$ cat src/hdl/idea_pkg.sv
// ----------------------------------------------------------------------------
// IDEA datapath package
// Shared constants and the modulo 2^16+1 reduction used by the round stages.
// ----------------------------------------------------------------------------
package idea_pkg;

   localparam int unsigned RoundsDefault = 8;
   localparam int unsigned WordW        = 16;
   localparam int unsigned BlockW       = 64;
   localparam int unsigned KeyIdxW      = 6;
   localparam int unsigned KeysPerRound = 6;
   localparam int unsigned OutKeys      = 4;

   localparam logic CmdLoad  = 1'b0;
   localparam logic CmdBlock = 1'b1;

   typedef logic [WordW-1:0] word_type;

   // Reduce a 33-bit product of two 17-bit operands (zero stands for 2^16)
   // modulo 2^16+1: hi/lo split, subtract, fold.
   function automatic word_type mul_reduce(input logic [32:0] p);
      logic [15:0] lo;
      logic [16:0] hi;
      logic [17:0] d;
      begin
         lo = p[15:0];
         hi = p[32:16];
         if ({1'b0, lo} >= hi) begin
            d = {1'b0, lo} - {1'b0, hi};
         end else begin
            d = {2'b0, lo} + 18'd65537 - {1'b0, hi};
         end
         mul_reduce = d[15:0];
      end
   endfunction

   function automatic logic [16:0] mul_ext(input word_type w);
      mul_ext = (w == '0) ? 17'h10000 : {1'b0, w};
   endfunction

endpackage

$ cat src/hdl/idea_output.sv
// ----------------------------------------------------------------------------
// IDEA output transform
// Final key mixing with word swap, two register stages.
// ----------------------------------------------------------------------------
module idea_output
   import idea_pkg::*;
(
   input  logic                clock,
   input  logic                reset,
   input  logic                advance,
   input  logic                in_valid,
   input  logic [BlockW-1:0]   in_block,
   input  word_type            k0,
   input  word_type            k1,
   input  word_type            k2,
   input  word_type            k3,
   output logic                out_valid,
   output logic [BlockW-1:0]   out_block
);

   logic [1:0]        v_ff;
   logic [32:0]       p0_ff, p3_ff;
   word_type          y1_ff, y2_ff;
   logic [BlockW-1:0] out_ff;

   always_ff @(posedge clock) begin
      if (reset) begin
         v_ff <= '0;
      end else if (advance) begin
         v_ff <= {v_ff[0], in_valid};
      end
   end

   always_ff @(posedge clock) begin
      if (advance) begin
         p0_ff  <= 33'(mul_ext(in_block[63:48]) * mul_ext(k0));
         p3_ff  <= 33'(mul_ext(in_block[15:0]) * mul_ext(k3));
         y1_ff  <= in_block[31:16] + k1;
         y2_ff  <= in_block[47:32] + k2;
         out_ff <= {mul_reduce(p0_ff), y1_ff, y2_ff, mul_reduce(p3_ff)};
      end
   end

   assign out_valid = v_ff[1];
   assign out_block = out_ff;

endmodule

$ cat config.mk
export PLATFORM = sky130hd
export DESIGN_NAME = idea_output
export DESIGN_NICKNAME = d
export VERILOG_FILES = /design/src/hdl/idea_pkg.sv /design/src/hdl/idea_output.sv
export SDC_FILE = /design/constraint.sdc
export NUM_CORES = 2
export LEC_CHECK = 0
export ABC_AREA = 1
export BUFFER_PORTS_ARGS = -buffer_cell sky130_fd_sc_hd__buf_2
export CAP_MARGIN = 20
export CORE_MARGIN = 1.5
export CORE_UTILIZATION = 52
export CTS_BUF_LIST = sky130_fd_sc_hd__clkbuf_4 sky130_fd_sc_hd__clkbuf_8
export CTS_CLUSTER_DIAMETER = 120
export CTS_CLUSTER_SIZE = 40
export DETAILED_ROUTE_END_ITERATION = 8
export MAX_ROUTING_LAYER = met4
export PLACE_DENSITY_LB_ADDON = 0.2
export SYNTH_ARGS = -nofsm -noshare
export SYNTH_HDL_FRONTEND = slang
export SYNTH_SLANG_ARGS = --single-unit
$ cat constraint.sdc
create_clock -name clock -period 5.6 [get_ports clock]
set_input_delay 0.56 -clock clock [delete_from_list [all_inputs] [get_ports clock]]
set_output_delay 0.56 -clock clock [all_outputs]
set_load 0.01 [all_outputs]
Word level (Yosys, flattened, before mapping):

Cells that the tools add are included.

* flip-flop bits (word level): 164

* add/subtract/negate cells: 8
* multipliers: 2
* magnitude comparators: 2
* mux-type cells: 6
* reductions and logical operators: 4

Operators with widths (count)
* $mux 17: 4
* $mul 17x17->33: 2
* $logic_not 16->1: 4
* $sub 16x16->16: 4
* $ge 16x17->1: 2
* $add 16x1->16 const B: 2
* $add 16x16->16: 2
* $mux 16: 2

Depth between registers and ports, before layout:

* word-level depth: 3
* mapped depth: 30

Worst setup path after synthesis:

Ideal clock, no wire load.

* path type: input -> register
* start: in in_block[2]
* end: reg p3_ff[22] (data pin)
* library setup time: 259 ps
* arrival time: 5494 ps
* data required time: 5341 ps
* path slack: -153 ps
* stages: 25
* buffers on the path: 2
* path through: clkbuf_1 nor2_1 nand2_1 nor2_1 nand2_1 buf_2 inv_1 nand2_1 fa_1 fa_1 fa_1 inv_1 fa_1 fa_1 inv_1 fa_1 inv_1 ha_1 nand2_1 nor2_1 inv_1 nor2_1 nand4_1 nand3_1 xor2_1

* word-level cells in the longest chain between the ends: 3

Ends and longest elaborated chain
* start: declaration: line idea_output.sv:12 `input logic [BlockW-1:0] in_block,`
* $logic_not 16->1: line idea_pkg.sv:38 `mul_ext = (w == '0) ? 17'h10000 : {1'b0, w};`
* $mux 17 *: line idea_pkg.sv:38
* $mul 17x17->33 *: line idea_output.sv:37 `p3_ff <= 33'(mul_ext(in_block[15:0]) * mul_ext(k3));`
* end signal: assignment: line idea_output.sv:37
* end: declaration: line idea_output.sv:22 `logic [32:0] p0_ff, p3_ff;`

Mark *: on every way between the ends. The rest lies on a longest branch, timed or not.
A chain may end at the register's enable or synchronous reset.

Worst setup path after layout:

* start: in k0[0]
* end: reg p0_ff[26] (data pin)

* word-level cells in the longest chain between the ends: 3

Ends and longest elaborated chain
* start: declaration: line idea_output.sv:13 `input word_type k0,`
* $logic_not 16->1: line idea_pkg.sv:38
* $mux 17 *: line idea_pkg.sv:38
* $mul 17x17->33 *: line idea_output.sv:36 `p0_ff <= 33'(mul_ext(in_block[63:48]) * mul_ext(k0));`
* end signal: assignment: line idea_output.sv:36
* end: declaration: line idea_output.sv:22

Marks and branches as above.

==> flow_summary_export.csv <==
group,metric,value,unit
timing,rsz0062_at_grt,"yes",
placed_design,placed_cell_area,0.0349,mm2
clock_network,path_clk_slew,100,ps
clock_network,cts_htree_levels,4,
layout,num-nets-final,5420,
timing,hold_ws,222,ps
clock_network,insertion_delay,500,ps
synthesis,synth-edff-count,162,
floorplanning,initial_utilization,52.8,%
layout,area_growth_syn_to_layout,11.7,%
critical_path,startpoint,"k0[0]",
timing,finalSetupViolations,0,
synthesis,synthTopCellsByArea,"fa_1, edfxtp_1, nand2_1, inv_1, ha_1",
synthesis,yosys_warnings,0,
run_status,status,"complete, no violations",
layout,stdcell_area,0.0357,mm2
synthesis,syn_area,0.0319,mm2
route,antenna_left,0,
synthesis,ys.flop_type,"edfxtp_1",
floorplanning,io_pins,197,
timing,period_share,96.4,%
route,wl_per_cell,15.1,um
critical_path,cp-end-kind,"flop",
critical_path,rr_worst_depth,13,
route,viasPerCell,4.97,
floorplanning,die_width,251,um
clock_network,cts_buffers,17,
worst_hold_path,hp-class,"primary input to flop",
timing,drv_slew,0,
critical_path,crit_type,"primary input to flop",
placed_design,place_congestion,0.963,
floorplanning,core_area,0.0605,mm2
route,drc,0,
grt,grt_max_degree,59,
synthesis,synth_cell_types,40,
placed_design,dp_cells,5271,
synthesis,avgSynthCellArea,7.55,um2
synthesis,ys_ff_latch,164,
grt,grt_use_total,27.3,%
timing,slew_headroom,52.9,%
critical_path,cp.required,5860,ps
critical_path,crit_end,"p0_ff[26]",
timing,max_freq,0.185,GHz
grt,antenna_found_initial,2,
synthesis,synth_top_area_cell,"fa_1",
critical_path,arrival,5650,ps
critical_path,r2r_setup_slack,2840,ps
route,drt_wl_total,80.1,mm
layout,stdcell_count,5308,
worst_hold_path,whs_path_depth,2,
timing,period_minus_slack,5400,ps
timing,clock_skew,18.6,ps
synthesis,async_flop_share,0,%
clock_network,clockBufferDepth,2,
floorplanning,fp.dieArea,0.0629,mm2
timing,finalSetupTns,0,ps
critical_path,reg2reg_to,"out_block[13]",
timing,hold_violations,0,
synthesis,syn_inst,4227,
placed_design,dpl.hpwl,68.6,mm
placed_design,port-buffer-count,196,
critical_path,cp_max_fo,7,
clock_network,cts_sinks,164,
clock_network,cts_root_buffer,"clkbuf_8",
flow_run,drv_cap,0,
synthesis,yosysMostFrequentCell,"nand2_1",
grt,grt_pass1_vias,26600,
synthesis,synth_top_area_share,29.8,%
route,vias,26400,
critical_path,timing.rr.start,"p3_ff[17]",
route,first_pass_iters,7,
critical_path,cp-start-kind,"primary input",
grt,grt_pass1_wl,133,mm
synthesis,synth_common_cells,"nand2_1, inv_1, fa_1, ha_1, nor2_1",
layout,drive_gt1_share,11.8,%
floorplanning,rows,90,
grt,gr-total-overflow,0,
clock_network,tritoncts,"built",
synthesis,synth_nets,5137,
timing,tightestPinTransition,707,ps
floorplanning,die_h,251,um
synthesis,synth-seq-area-share,15.4,%
route,drt_iter0_markers,1461,
-- worst max-delay path, stage by stage --
cell and delay, ps:
buf_2 100, nor2_1 80, and2_0 150, buf_4 150
nand2_1 90, nor2_4 160, buf_4 130, buf_4 110
buf_4 150, nand2_1 90, fa_1 460, fa_1 520
fa_1 430, fa_1 490, inv_1 50, fa_1 450
ha_1 290, ha_2 400, nand2_1 110, nor2_1 200
nand2_1 80, inv_1 90, nand4_1 130, nand4_1 110
nand2_1 50
-- how the worst min path moves through the flow --
stage	startpoint	endpoint	slack [ps]
floorplan	y2_ff[0]	out_block[16]	400
global placement	y1_ff[0]	out_block[32]	400
detailed placement	y1_ff[6]	out_block[38]	400
CTS	reset	v_ff[0]	180
global route	reset	v_ff[1]	220
finish	reset	v_ff[1]	220
-- cells by family (layout without fill, tap and decap cells) --
kind of cell / count (synthesis) / count (layout) / synth area share, %
flip-flops: 164 / 164 / 15.4
XOR/XNOR: 100 / 100 / 2.74
buffers and inverters: 1300 / 1596 / 15.5
adder cells (fa/ha/maj): 778 / 778 / 41.7
AND/OR/NAND/NOR: 1671 / 1671 / 21.0
other: 0 / 3 / 0
AO/OA/AOI/OAI: 214 / 214 / 3.70
-- per-stage QoR --
| stage | utilization (%) | setup slack, ps |
|---|---|---|
| 6_report | 59.0 | 203 |
| 2_1_floorplan | - | 0.155 |
| 4_1_cts | 58.4 | 81.4 |
| 3_3_place_gp | 57.7 | -599 |
| 5_1_grt | 59.0 | -11.5 |
| 3_5_place_dp | 57.7 | -596 |
-- per-layer routing --
| metal | track usage (%) | routed length, um |
|---|---|---|
| met1 | 37.7 | 37000 |
| met3 | 3.45 | 5410 |
| met5 | - | 0 |
| met2 | 42.7 | 36100 |
| met4 | 6.82 | 1580 |
-- registers in the layout (all words and copies together), names as in the netlist --
signal	cells
p0_ff	33
y2_ff	16
p3_ff	33
y1_ff	16
out_block	64
v_ff	2
-- layout by cell type, fill, tap and decap left out, types with 21 or more instances in the layout --
cell      Yosys  routed
a21oi_1     118     103
buf_2        23     195
buf_4         0     197
edfxtp_1    162     162
fa_1        476     473
ha_1        302     288
inv_1      1166    1162
nand2_1    1227    1216
nand2_2      11      22
nand3_1     132     131
nand4_1      33      33
nor2_1      222     200
o21ai_0      54      52
o21bai_1     22      21
xnor2_1      24      24
xor2_1       76      76
-- cell type report --
cell class / instances / area, um2
Timing Repair Buffer: 398 / 2550
Inverter: 1166 / 4380
Tap cell: 782 / 978
Fill cell: 5631 / 24800
Clock inverter: 15 / 199
Antenna cell: 3 / 7.51
Sequential cell: 164 / 4900
Clock buffer: 17 / 234
Multi-Input combinational cell: 2763 / 22400
-- repair_timing --
action	CTS	global route
hold buffers	0	0
resized for setup	2	74
setup endpoints to repair	6	31
setup buffers	0	2
pin swaps	0	12
Power is left out: the tool's default activity adds up to more than one toggle a clock period on the data nets, which glitch-free logic cannot reach.
