===== src/hdl/idea_pkg.sv =====
// ----------------------------------------------------------------------------
// IDEA datapath package
// Shared constants and the modulo 2^16+1 reduction used by the round stages.
// ----------------------------------------------------------------------------
package idea_pkg;

   localparam int unsigned RoundsDefault = 8;
   localparam int unsigned WordW        = 16;
   localparam int unsigned BlockW       = 64;
   localparam int unsigned KeyIdxW      = 6;
   localparam int unsigned KeysPerRound = 6;
   localparam int unsigned OutKeys      = 4;

   localparam logic CmdLoad  = 1'b0;
   localparam logic CmdBlock = 1'b1;

   typedef logic [WordW-1:0] word_type;

   // Reduce a 33-bit product of two 17-bit operands (zero stands for 2^16)
   // modulo 2^16+1: hi/lo split, subtract, fold.
   function automatic word_type mul_reduce(input logic [32:0] p);
      logic [15:0] lo;
      logic [16:0] hi;
      logic [17:0] d;
      begin
         lo = p[15:0];
         hi = p[32:16];
         if ({1'b0, lo} >= hi) begin
            d = {1'b0, lo} - {1'b0, hi};
         end else begin
            d = {2'b0, lo} + 18'd65537 - {1'b0, hi};
         end
         mul_reduce = d[15:0];
      end
   endfunction

   function automatic logic [16:0] mul_ext(input word_type w);
      mul_ext = (w == '0) ? 17'h10000 : {1'b0, w};
   endfunction

endpackage


===== src/hdl/idea_round.sv =====
// ----------------------------------------------------------------------------
// IDEA round
// One cipher round as four register stages with a shared stall enable.
// ----------------------------------------------------------------------------
module idea_round
   import idea_pkg::*;
(
   input  logic                clock,
   input  logic                reset,
   input  logic                advance,
   input  logic                in_valid,
   input  logic [BlockW-1:0]   in_block,
   input  word_type            k0,
   input  word_type            k1,
   input  word_type            k2,
   input  word_type            k3,
   input  word_type            k4,
   input  word_type            k5,
   output logic                out_valid,
   output logic [BlockW-1:0]   out_block
);

   logic [3:0] v_ff;
   logic [3:0] v_in;

   // stage 1: products and sums
   logic [32:0] pa_ff, pd_ff, pa_in, pd_in;
   word_type    b1_ff, c1_ff, b1_in, c1_in;
   // stage 2: reduce, e*k4 product
   word_type    a2_ff, b2_ff, c2_ff, d2_ff, f2_ff;
   logic [32:0] pe_ff;
   // stage 3: ek reduce, (f+ek)*k5 product
   word_type    a3_ff, b3_ff, c3_ff, d3_ff, ek3_ff;
   logic [32:0] pt_ff;
   // stage 4: output
   logic [BlockW-1:0] out_ff, out_in;

   word_type a2_in, d2_in, e2, ek3_in, t4, u4;

   assign pa_in = 33'(mul_ext(in_block[63:48]) * mul_ext(k0));
   assign pd_in = 33'(mul_ext(in_block[15:0]) * mul_ext(k3));
   assign b1_in = in_block[47:32] + k1;
   assign c1_in = in_block[31:16] + k2;
   assign a2_in = mul_reduce(pa_ff);
   assign d2_in = mul_reduce(pd_ff);
   assign e2    = a2_in ^ c1_ff;
   assign ek3_in = mul_reduce(pe_ff);
   assign t4    = mul_reduce(pt_ff);
   assign u4    = ek3_ff + t4;
   assign out_in = {a3_ff ^ t4, c3_ff ^ t4, b3_ff ^ u4, d3_ff ^ u4};
   assign v_in  = {v_ff[2:0], in_valid};

   always_ff @(posedge clock) begin
      if (reset) begin
         v_ff <= '0;
      end else if (advance) begin
         v_ff <= v_in;
      end
   end

   always_ff @(posedge clock) begin
      if (advance) begin
         pa_ff  <= pa_in;
         pd_ff  <= pd_in;
         b1_ff  <= b1_in;
         c1_ff  <= c1_in;
         a2_ff  <= a2_in;
         d2_ff  <= d2_in;
         b2_ff  <= b1_ff;
         c2_ff  <= c1_ff;
         f2_ff  <= b1_ff ^ d2_in;
         pe_ff  <= 33'(mul_ext(e2) * mul_ext(k4));
         a3_ff  <= a2_ff;
         b3_ff  <= b2_ff;
         c3_ff  <= c2_ff;
         d3_ff  <= d2_ff;
         ek3_ff <= ek3_in;
         pt_ff  <= 33'(mul_ext(f2_ff + ek3_in) * mul_ext(k5));
         out_ff <= out_in;
      end
   end

   assign out_valid = v_ff[3];
   assign out_block = out_ff;

endmodule


===== config.mk =====
export PLATFORM = sky130hd
export DESIGN_NAME = idea_round
export DESIGN_NICKNAME = d
export VERILOG_FILES = /design/src/hdl/idea_pkg.sv /design/src/hdl/idea_round.sv
export SDC_FILE = /design/constraint.sdc
export NUM_CORES = 2
export LEC_CHECK = 0
export BUFFER_PORTS_ARGS = -buffer_cell sky130_fd_sc_hd__buf_2
export CORE_UTILIZATION = 60
export DETAILED_ROUTE_END_ITERATION = 8
export PLACE_DENSITY = 0.78
export SETUP_SLACK_MARGIN = 0.2
export SLEW_MARGIN = 20
export SYNTH_ARGS = -nofsm -noshare
export SYNTH_HDL_FRONTEND = slang
export SYNTH_SLANG_ARGS = --single-unit

===== constraint.sdc =====
create_clock -name clock -period 31.6 [get_ports clock]
set_input_delay 4.74 -clock clock [delete_from_list [all_inputs] [get_ports clock]]
set_output_delay 4.74 -clock clock [all_outputs]
set_load 0.005 [all_outputs]

# Word-level counts from Yosys, hierarchy flattened
# Cells that the tools add are included.
# Widths: inputs -> output; s select.
# op_classes
addsub	16
n_mul	4
magnitude_cmp	4
n_mux	12
n_bitwise	6
n_reduce_logical	8
# op_table
cell	count
$mux 17	8
$mul 17x17->33	4
$logic_not 16->1	8
$sub 16x16->16	8
$xor 16x16->16	6
$ge 16x17->1	4
$add 16x1->16 const B	4
$add 16x16->16	4
$mux 16	4
# totals
register_bits	392
in_bits	164
out_inout_bits	65
elab_cells	68

# Logic depth before layout (Yosys ltp)
# logic_depth
word_depth	7
ltp_mapped	48
ltp_nobuf	46

# Least setup slack after synthesis
# OpenSTA, ideal clock, no wires.
# synth_path
kind	input port to flip-flop
startpoint	input port in_block[13]
endpoint	register pd_ff[31], data pin
setup_ns	0.258
arrival_time_ns	10.889
required_time_ns	31.342
path_slack_ns	20.454
stages	26
path_buffers	3
path_cell_list	clkbuf_1 > nor4_1 > and4_1 > clkbuf_1 > clkbuf_1 > nand2_1 > fa_1 > inv_1 > fa_1 > inv_1 > fa_1 > fa_1 > fa_1 > inv_1 > fa_1 > ha_1 > a21o_1 > a21o_1 > a21oi_1 > nand3b_1 > o21a_1 > a41o_1 > o41a_1 > a21o_1 > a21oi_1 > xnor2_1
# synth_via
elab_chain_len	3
# synth_rtl
item	line_no	rtl
start: declaration	idea_round.sv:12	input logic [BlockW-1:0] in_block,
$logic_not 16->1	idea_pkg.sv:38	mul_ext = (w == '0) ? 17'h10000 : {1'b0, w};
$mux 17 (*)	idea_pkg.sv:38	
$mul 17x17->33 (*)	idea_round.sv:41	assign pd_in = 33'(mul_ext(in_block[15:0]) * mul_ext(k3));
net pd_in[31]	idea_round.sv:27	logic [32:0] pa_ff, pd_ff, pa_in, pd_in;
end signal: assignment	idea_round.sv:64	pd_ff <= pd_in;
end: declaration	idea_round.sv:27	
# The timed path passes the listed nets; every way through them passes the cells marked *.
# A chain may end at the register's enable or synchronous reset.

# Final worst setup path
# layout_path
startpoint	register pe_ff[23]
endpoint	register pt_ff[32], data pin
# layout_via
elab_chain_len	6
word_cells_on_any_way	8
classes_between	3 x add/sub; 1 x mul; 1 x order compare; 2 x mux; 1 x reduce/logical
# layout_rtl
item	line_no	rtl
start: declaration	idea_round.sv:31	logic [32:0] pe_ff;
start signal: assignment	idea_round.sv:72	pe_ff <= 33'(mul_ext(e2) * mul_ext(k4));
$ge 16x17->1 (*)	idea_pkg.sv:28	if ({1'b0, lo} >= hi) begin
$mux 16 (*)	idea_pkg.sv:28	
net ek3_in[2]	idea_round.sv:38	word_type a2_in, d2_in, e2, ek3_in, t4, u4;
$add 16x16->16 (*)	idea_round.sv:78	pt_ff <= 33'(mul_ext(f2_ff + ek3_in) * mul_ext(k5));
$logic_not 16->1	idea_pkg.sv:38	
$mux 17 (*)	idea_pkg.sv:38	
$mul 17x17->33 (*)	idea_round.sv:78	
end signal: assignment	idea_round.sv:78	
end: declaration	idea_round.sv:34	logic [32:0] pt_ff;
# Marked as above.

==> qor.txt <==
CTS tree: built
Final instance area: 63,000 um2
CTS Sinks: 392
Dpl hpwl: 115 mm
Grt ovf: 0
Worst-Margin Slew: 1.10 ns
Layout cells sized above 1: 5.67%
Area of the core: 97,300 um2
Most common cell in the netlist: inv_1
# rows: 114
#FFs+latches synth: 392
Antenna-violating nets left: 0
Filler instances: 7,852
GPL Wtd Cong: 0.955
DRC Markers: 0
RSZ-0062 raised after global routing: false
CTS resizes: 0
Pre-antenna DRT Iters: 6
Commonest cells in the netlist: inv_1, fa_1, nand2_1, ha_1, edfxtp_1
CP max FO: 30
Post-cts hold buffer count: 0
Status: completed
Number of global-route vias before repair: 44,035
Ys Warns: 0
Cells after synthesis: 6,169
Fin crit period: 11.44 ns
Most used cell, CP: fa_1
Clock Latency Late Sink: 0.61 ns
Setup Skew: 0.0465 ns
Via total after detailed routing: 42,195
CP max-delay cell: a2111oi_0
Final Max Slew Viols: 0
Starting DRT DRC Count: 3,324
Critical path launch point type: flip-flop
Synth area leader: fa_1
Post-synth EDFFs: 388
Die X: 317 um
Largest net degree at the start of global routing: 97
Final setup violation count: 0
Critical Path Sink: pt_ff[32]
First-pass GRT wire length: 230 mm
Synth Area per Inst: 9.62 um2
Worst reg2reg path depth: 43
Main flop type after synthesis: edfxtp_1
RR Endpoint: pt_ff[32]
MaxCap Viol Count: 0
Drt via density: 5.57
CTS Buffer Depth: 3
Die area: 100,000 um2
DRT Wirelength: 143 mm
WL per Instance: 18.9 um
DIE HEIGHT: 317 um
Peak Freq: 87.4 MHz
Area post-placement: 61,600 um2
Top area cells in the synthesized netlist: fa_1, edfxtp_1, ha_1
Largest stage delay on the critical path: 0.70 ns
FF-to-FF Start: pe_ff[23]
Clock root buffer: clkbuf_16
Inst Count DP: 7,498
Final hold vios: 0
Yosys cell types: 75
HP Class: flip-flop to flip-flop
Period utilisation layout: 36.2%
GRT Util Overall: 29.5%
Syn nets: 7,889
Final core occ: 64.8%
PortBufs: 228
TNS Setup: 0 ns
Slew headroom: 24.8%
Filler-free cell count of the finished design: 7,577
Initial antenna violation count: 3
R2R setup slack: 20.16 ns
CTS Buf Count: 42
Ys async rst share: 0%
Worst-path clk slew: 0.07 ns
Area delta synth->final: 6.22%
Sequential area share after synthesis: 19.8%
WS Path Type: flip-flop to flip-flop
Top-area cell type share of the netlist area: 32.1%
H-tree Lvls: 2
Worst setup EP type: flip-flop
Critical Path AT: 11.81 ns
Worst Setup SP: pe_ff[23]
Nets@finish: 7,986
Worst EP required: 31.97 ns
Cell Area, Synth: 59,300 um2
Hold depth: 0
Ports: 229
Post-CTS Setup Bufs: 0
Initial Util: 61.0%
worst max-delay path: cells and delay by family (launching register included):
family          cells  cell delay, ns
compound gates     15            4.00
buf+inv             7            0.80
flops               1            0.36
simple gates        8            1.58
xor+xnor            3            0.35
fa+ha+maj          10            4.10
cells in the final DEF, fill, tap and decap left out, types with 19 or more instances in the layout:
cell and count:
a21boi_0 19, a21o_1 47, a21oi_1 174, a31oi_1 34, and2_1 385, buf_2 227
buf_4 39, clkbuf_16 42, edfxtp_1 388, fa_1 952, ha_1 604, inv_1 1306
nand2_1 888, nand2b_1 37, nand3_1 45, nor2_1 191, nor2b_1 50, nor3_1 50
nor4_1 39, o21a_1 24, o21ai_0 101, o21bai_1 37, or3_1 19, xnor2_1 239
xor2_1 123
kinds of logic after synthesis:
group / count (synthesis) / share of synthesized area [%]
buf+inv: 1521 / 9.63
flops: 392 / 19.8
fa+ha+maj: 1556 / 44.8
mux: 20 / 0.363
compound gates: 546 / 5.89
simple gates: 1768 / 14.0
xor+xnor: 366 / 5.48
flip-flops by register name, summed over array words and instances, names as in the netlist, 33 cells and up:
name / cells
pa_ff: 33
pd_ff: 33
out_block: 64
pe_ff: 33
pt_ff: 33
stage by stage:
stage	hold slack (ns)	setup WS [ns]
2_1_floorplan	0.400	20.45
3_3_place_gp	0.401	20.07
3_5_place_dp	0.405	19.94
4_1_cts	0.410	19.99
5_1_grt	0.418	19.57
6_report	0.407	20.16
area by class of cell:
cell class	count	area [um2]	area share [%]
Inverter	1306	4900	7.78
Timing Repair Buffer	268	1460	2.31
Multi-Input combinational cell	4256	41900	66.5
Clock buffer	51	1090	1.74
Tap cell	1276	1600	2.53
Clock inverter	26	339	0.538
Antenna cell	2	5.00	0.00794
Sequential cell	392	11700	18.6
how the worst min path moves through the flow:
stage / start / endpoint / slack, ns
final: a2_ff[13] / a3_ff[13] / 0.41
after CTS: c2_ff[14] / c3_ff[14] / 0.41
after floorplan: a2_ff[0] / a3_ff[0] / 0.40
after global routing: d2_ff[9] / d3_ff[9] / 0.42
after global placement: b2_ff[4] / b3_ff[4] / 0.40
after detailed placement: a2_ff[13] / a3_ff[13] / 0.40
routing by layer:
| layer | part of all wire (%) | global-route usage (%) |
|---|---|---|
| met4 | 4.0 | 10.9 |
| met5 | 0 | 0 |
| met1 | 41 | 39.2 |
| met2 | 48 | 49.0 |
| met3 | 7.1 | 4.51 |
Power is left out: the tool's default activity adds up to more than one toggle a clock period on the data nets, which glitch-free logic cannot reach.
